`config.mk`:
```
export PLATFORM = sky130hd
export DESIGN_NAME = multicast_hash_filter_table
export DESIGN_NICKNAME = d
export VERILOG_FILES = /design/src/sv/mhft_pkg.sv /design/src/sv/mhft_crc_unit.sv /design/src/sv/multicast_hash_filter_table.sv
export SDC_FILE = /design/constraint.sdc
export NUM_CORES = 1
export LEC_CHECK = 0
export ABC_AREA = 1
export BUFFER_PORTS_ARGS = -buffer_cell sky130_fd_sc_hd__buf_2
export CAP_MARGIN = 10
export CORE_MARGIN = 3
export CORE_UTILIZATION = 35
export DETAILED_ROUTE_END_ITERATION = 16
export GPL_ROUTABILITY_DRIVEN = 0
export GPL_TIMING_DRIVEN = 0
export MAX_ROUTING_LAYER = met4
export SYNTH_ARGS = -nofsm -noshare
export SYNTH_HDL_FRONTEND = slang
export SYNTH_SLANG_ARGS = --single-unit
```
`constraint.sdc`:
```
create_clock -name clk -period 6 [get_ports clk]
set_input_delay 0.3 -clock clk [delete_from_list [all_inputs] [get_ports clk]]
set_output_delay 0.3 -clock clk [all_outputs]
set_load 0.03 [all_outputs]
```
`src/sv/mhft_pkg.sv`:
```
// Shared constants and types for the multicast hash filter table.
// No dependencies; used by mhft_crc_unit and multicast_hash_filter_table.
`default_nettype none

package mhft_pkg;

	localparam int unsigned MacBits   = 48;
	localparam int unsigned CrcBits   = 32;
	localparam int unsigned IdxBits   = 6;
	localparam int unsigned TableBits = 64;
	localparam int unsigned HashShift = 26;
	localparam int unsigned CntBits   = $clog2(MacBits);

	localparam logic [CrcBits-1:0] CrcPoly = 32'h04C1_1DB7;
	localparam logic [CrcBits-1:0] CrcSeed = 32'hFFFF_FFFF;

	// item kinds
	localparam logic KindClear = 1'b0;
	localparam logic KindAdd   = 1'b1;

	// sequencer states, one-hot
	typedef enum logic [2:0] {
		ST_IDLE  = 3'b001,
		ST_HASH  = 3'b010,
		ST_WRITE = 3'b100
	} state_t;

	// sequencer to CRC unit
	typedef struct packed {
		logic load;
	} crc_ctrl_t;

	// CRC unit to sequencer
	typedef struct packed {
		logic busy;
		logic last;
	} crc_stat_t;

endpackage

`default_nettype wire

```
`src/sv/mhft_crc_unit.sv`:
```
// Bit-serial CRC-32 engine: one address bit per cycle, LSB of byte 0 first.
// Depends on mhft_pkg.
`default_nettype none

module mhft_crc_unit (
	input  wire logic                          clk,
	input  wire logic                          arst_n,
	input  wire mhft_pkg::crc_ctrl_t           ctrl,
	input  wire logic [mhft_pkg::MacBits-1:0]  mac_address,
	output mhft_pkg::crc_stat_t                stat,
	output logic      [mhft_pkg::IdxBits-1:0]  hash_index
);

	logic [mhft_pkg::CrcBits-1:0] crc_q;
	logic [mhft_pkg::MacBits-1:0] data_q;
	logic [mhft_pkg::CntBits-1:0] cnt_q;
	logic                         busy_q;
	logic                         fb;
	logic                         last;

	assign fb   = crc_q[mhft_pkg::CrcBits-1] ^ data_q[0];
	assign last = busy_q && (cnt_q == mhft_pkg::CntBits'(mhft_pkg::MacBits - 1));

	always_ff @(posedge clk or negedge arst_n) begin
		if (!arst_n) begin
			busy_q <= 1'b0;
			cnt_q  <= '0;
		end else if (ctrl.load) begin
			busy_q <= 1'b1;
			cnt_q  <= '0;
		end else if (busy_q) begin
			cnt_q <= cnt_q + 1'b1;
			if (last)
				busy_q <= 1'b0;
		end
	end

	always_ff @(posedge clk) begin
		if (ctrl.load) begin
			crc_q  <= mhft_pkg::CrcSeed;
			data_q <= mac_address;
		end else if (busy_q) begin
			crc_q  <= {crc_q[mhft_pkg::CrcBits-2:0], 1'b0} ^
			          (fb ? mhft_pkg::CrcPoly : '0);
			data_q <= data_q >> 1;
		end
	end

	assign stat.busy  = busy_q;
	assign stat.last  = last;
	assign hash_index = crc_q[mhft_pkg::HashShift +: mhft_pkg::IdxBits];

endmodule

`default_nettype wire

```
`src/sv/multicast_hash_filter_table.sv`:
```
// Multicast hash filter table: top level with sequencer, filter and result register.
// Depends on mhft_pkg and mhft_crc_unit.
`default_nettype none

// Channel  Signals                                   Direction
// -------  ----------------------------------------  ---------
// in       in_valid, in_stall, kind, mac_address     into block
// out      out_valid, out_stall, hash_index,         out of block
//          filter_table
//
// An add goes through the hash state, where mhft_crc_unit runs the
// bit-serial CRC one address bit per cycle, then to the write state.
// A clear goes straight to the write state. in_stall is high from acceptance
// until the result is written to the output register, so one item is in flight.
// The output register holds a result while out_stall is high; the next
// input is taken meanwhile and waits in the write state.
// Reset clears the filter, the sequencer and out_valid.

module multicast_hash_filter_table (
	input  wire logic                             clk,
	input  wire logic                             arst_n,
	input  wire logic                             in_valid,
	output logic                                  in_stall,
	input  wire logic                             kind,
	input  wire logic [mhft_pkg::MacBits-1:0]     mac_address,
	output logic                                  out_valid,
	input  wire logic                             out_stall,
	output logic      [mhft_pkg::IdxBits-1:0]     hash_index,
	output logic      [mhft_pkg::TableBits-1:0]   filter_table
);

	mhft_pkg::state_t                  state_q;
	logic                              kind_q;
	logic [mhft_pkg::TableBits-1:0]    hash_bits_q;
	logic                              out_valid_q;
	logic [mhft_pkg::IdxBits-1:0]      idx_q;
	logic [mhft_pkg::TableBits-1:0]    table_out_q;

	mhft_pkg::crc_ctrl_t               crc_ctrl;
	mhft_pkg::crc_stat_t               crc_stat;
	logic [mhft_pkg::IdxBits-1:0]      crc_idx;

	logic                              in_xfer;
	logic                              write_res;
	logic [mhft_pkg::IdxBits-1:0]      idx_next;
	logic [mhft_pkg::TableBits-1:0]    table_next;

	assign in_stall  = (state_q != mhft_pkg::ST_IDLE);
	assign in_xfer   = in_valid && !in_stall;
	// result slot is free when empty or being drained this cycle
	assign write_res = (state_q == mhft_pkg::ST_WRITE) && (!out_valid_q || !out_stall);

	assign crc_ctrl.load = in_xfer && (kind == mhft_pkg::KindAdd);

	mhft_crc_unit u_crc (
		.clk         (clk),
		.arst_n      (arst_n),
		.ctrl        (crc_ctrl),
		.mac_address (mac_address),
		.stat        (crc_stat),
		.hash_index  (crc_idx)
	);

	// clear reports index zero and empties the table
	always_comb begin
		if (kind_q == mhft_pkg::KindAdd) begin
			idx_next   = crc_idx;
			table_next = hash_bits_q | (mhft_pkg::TableBits'(1) << crc_idx);
		end else begin
			idx_next   = '0;
			table_next = '0;
		end
	end

	// sequencer
	always_ff @(posedge clk or negedge arst_n) begin
		if (!arst_n) begin
			state_q <= mhft_pkg::ST_IDLE;
		end else begin
			unique case (state_q)
				mhft_pkg::ST_IDLE: begin
					if (in_xfer)
						state_q <= (kind == mhft_pkg::KindAdd) ? mhft_pkg::ST_HASH
						                                       : mhft_pkg::ST_WRITE;
				end
				mhft_pkg::ST_HASH: begin
					if (crc_stat.last)
						state_q <= mhft_pkg::ST_WRITE;
				end
				mhft_pkg::ST_WRITE: begin
					if (write_res)
						state_q <= mhft_pkg::ST_IDLE;
				end
				default: state_q <= mhft_pkg::ST_IDLE;
			endcase
		end
	end

	always_ff @(posedge clk) begin
		if (in_xfer)
			kind_q <= kind;
	end

	// filter state and output valid
	always_ff @(posedge clk or negedge arst_n) begin
		if (!arst_n) begin
			hash_bits_q <= '0;
			out_valid_q <= 1'b0;
		end else begin
			if (write_res) begin
				hash_bits_q <= table_next;
				out_valid_q <= 1'b1;
			end else if (!out_stall) begin
				out_valid_q <= 1'b0;
			end
		end
	end

	// result payload, held while stalled
	always_ff @(posedge clk) begin
		if (write_res) begin
			idx_q       <= idx_next;
			table_out_q <= table_next;
		end
	end

	assign out_valid    = out_valid_q;
	assign hash_index   = idx_q;
	assign filter_table = table_out_q;

	// the CRC engine runs for the whole hash state
	a_hash_busy: assert property (@(posedge clk) disable iff (!arst_n)
		state_q == mhft_pkg::ST_HASH |-> crc_stat.busy)
		else $error("hash state without running CRC");

	// the filter changes only on a result write
	a_table_hold: assert property (@(posedge clk) disable iff (!arst_n)
		!write_res |=> $stable(hash_bits_q))
		else $error("filter changed outside a write");

	// an add leaves its bit set in the delivered table
	a_add_sets: assert property (@(posedge clk) disable iff (!arst_n)
		write_res && kind_q == mhft_pkg::KindAdd |=> filter_table[hash_index])
		else $error("added bit missing from filter");

endmodule

`default_nettype wire

```
==> results.md <==
* Outcome: finished clean
* Clock Pin Slew Worst Setup and Hold Paths at roughly 0.060 ns
* CTS tree: built
* Die ar. at about 30000 sq um
* Worst Tran Pin Value at ~0.57 ns
* Worst vdd ir at ~0.21 mV
* Min-delay src: kind
* # H-tree levels at 1
* Top_reg_cell synth: edfxtp_1
* Residual DRC at 0
* Ports at 125
* Max-Cap Viols at 0
* Routed Antenna Nets at 0
* Mapped cell area at around 9700 sq um
* Post-DR vias/cell at around 4.7
* Leak pwr at 5.53 nW
* Post-layout net count at 1254
* Post-route minimum period at 1.96 ns
* Placement Setup Slack at approximately 4.0 ns
* # fillers at about 2600
* Arr. time, crit path at about 2.2 ns
* Most frequent cells in the layout: nand2_1, buf_2, edfxtp_1
* Crit. Startpoint: state_q[0]
* Port bufs at approximately 120
* Hold Path Class: in2reg
* Worst r2r src: state_q[0]
* CP startpoint kind: flip-flop
* Setup CP Type: reg2reg
* TritonRoute pass-1 iters at 7
* Antenna violations before repair at 1
* Gate count after technology mapping at 1044
* TritonCTS Buffers at 26
* Layout cell share with drive strength beyond 1 at 0.184
* Routed WL at ~24000 microns
* CP Capture Type: flip-flop
* Most common cell after layout, fill and taps aside: nand2_1
* Pwr Density at about 480 nW/um^2
* Grt ovf at 0
* Via Count at 7532
* Global-route wire length before repair at around 39000 microns
* Post-synth EDFFs at 119
* Post-synth cell types at 35
* Final period util at 0.327
* Vias in the first global route at 7318
* Setup violators final at 0
* Syn Nets at ~1100
* Row cnt at 60
* Die height at roughly 170 microns
* Worst-path fanout max at 38
* Die W at around 170 microns
* Layout area overhead at 20.6%
* Pins Over Slew Limit at 0
* CTS root buffer: clkbuf_16
* RSZ-0062 raised after global routing: no
* Largest net degree at the start of global routing at 68
* TritonCTS Sinks at between 200 and 250
* Setup TNS at 0 ns
* Non-Filler Instances at approximately 1600
* DR iter-0 viols at 557
* R2R Setup Slk at 4.04 ns
* Worst relative slew slack at 0.623
* Syn Area/Cell at approximately 9.3 sq um
* Post-synthesis sequential area ratio at 0.627
* Core Box Area at between 20000 and 30000 sq um
* Warnings, synthesis at 0
* Hpwl dp at ~17000 microns
* Worst skew pair latency at 0.53 ns
* Finished Core Util at 0.432
* WHS at 0.0253 ns
* DP Cell Count at roughly 1500
* DR WL/cell at approximately 15 microns
* FMAX at roughly 510 MHz
* Critical Path RT at about 6.2 ns
* Yosys reg bits at between 200 and 250
* GR Util All Layers at 0.164
* Post-CTS Resized at 0
* Final WS setup at roughly 4 ns
* Ys async rst share at 0.332
* Worst Skew at approximately 0.016 ns
* Initial core utilization at 0.358
* CTS max path bufs at 3
* Hold Fails Final Rpt at 0
==> layer usage <==
layer | vias to the layer above | routed length (microns) | part of all wire | GRT usage
li1 | 3750 | - | - | -
met1 | 3500 | 11100 | 0.46 | 0.225
met2 | 231 | 10900 | 0.45 | 0.251
met3 | 51 | 1600 | 0.066 | 0.0336
met4 | 0 | 580 | 0.024 | 0.0446
met5 | - | 0 | 0 | -
==> worst max-delay path: stages (launching register included) <==
cell and delay [ns]:
dfstp_2 0.56, nand3_2 0.14, nor2_4 0.15, nand2_4 0.10, buf_6 0.15, nand2_2 0.26, buf_12 0.27
==> registers in the layout, indices dropped and copies added, names as in the netlist <==
signal	cells
filter_table	64
out_valid	1
u_crc.cnt_q	6
u_crc.data_q	48
kind_q	1
hash_index	6
state_q	3
hash_bits_q	64
u_crc.busy_q	1
u_crc.crc_q	32
==> worst paths after layout <==
check                                   end  cells after the start
setup / recovery           u_crc.data_q[15]                      6
hold / removal                       kind_q                      1
setup reg to reg           u_crc.data_q[15]                      6
hold reg to reg             u_crc.crc_q[16]                      1
max in group asynchronous        state_q[0]                      3
min in group asynchronous   hash_bits_q[43]                      2
==> kinds of logic (layout without fill, tap and decap cells) <==
family / after synthesis / count (layout) / synth area share
compound gates: 99 / 99 / 0.0576
xor+xnor: 1 / 1 / 0.000902
fa+ha+maj: 1 / 1 / 0.00129
buf+inv: 133 / 308 / 0.0594
flops: 226 / 226 / 0.627
other cells: 0 / 1 / 0
simple gates: 584 / 584 / 0.254
==> cell usage after synthesis, types with 2 or more instances <==
library cell,n,share of area
dfrtp_1,74,0.19
inv_1,63,0.024
nor2_4,4,0.0046
a21oi_1,35,0.018
o21ai_0,15,0.0077
nand3_1,88,0.045
buf_4,5,0.0039
buf_1,9,0.0035
nor2_1,8,0.0031
o211ai_1,15,0.012
clkbuf_1,19,0.0073
o21ai_1,24,0.012
nand2_1,436,0.17
and2_1,8,0.0052
nand4_1,27,0.017
buf_2,28,0.014
nand2_2,2,0.0013
edfxtp_1,119,0.37
o21bai_1,8,0.0062
buf_6,3,0.0035
dfxtp_1,32,0.066
nor2_2,6,0.0039
clkinv_1,2,0.00077
inv_2,3,0.0012
==> per-stage QoR <==
stage | instance area [sq um] | power, mW
floorplan | 9710 | 3.54
global placement | 10800 | 4.02
detailed placement | 10900 | 4.08
CTS | 11700 | 5.62
global route | 11700 | 5.94
finish | 11700 | 5.58
==> final cells by class <==
cell class,instances,area [sq um],share of cell area
antenna,1,2.50,0.000214
clock inverter,14,121,0.0104
tap,372,465,0.0397
sequential,226,6090,0.520
buffer,65,324,0.0277
inverter,68,255,0.0218
multi-input combinational,685,3050,0.260
clock buffer,33,698,0.0596
timing repair buffer,128,708,0.0605
==> timing repair <==
| item | CTS | global route |
|---|---|---|
| hold buffers | 1 | 0 |
| hold endpoints to repair | 74 | 0 |
| setup buffers | 0 | 0 |
| setup endpoints to repair | 0 | 0 |
==> power breakdown <==
| group | leakage (nW) | switching (mW) | internal, mW |
|---|---|---|---|
| Clock | 0.400 | 0.614 | 0.906 |
| Sequential | 2.49 | 0.178 | 2.17 |
| Combinational | 2.65 | 1.21 | 0.499 |
Power figures use the tool's default switching activity.
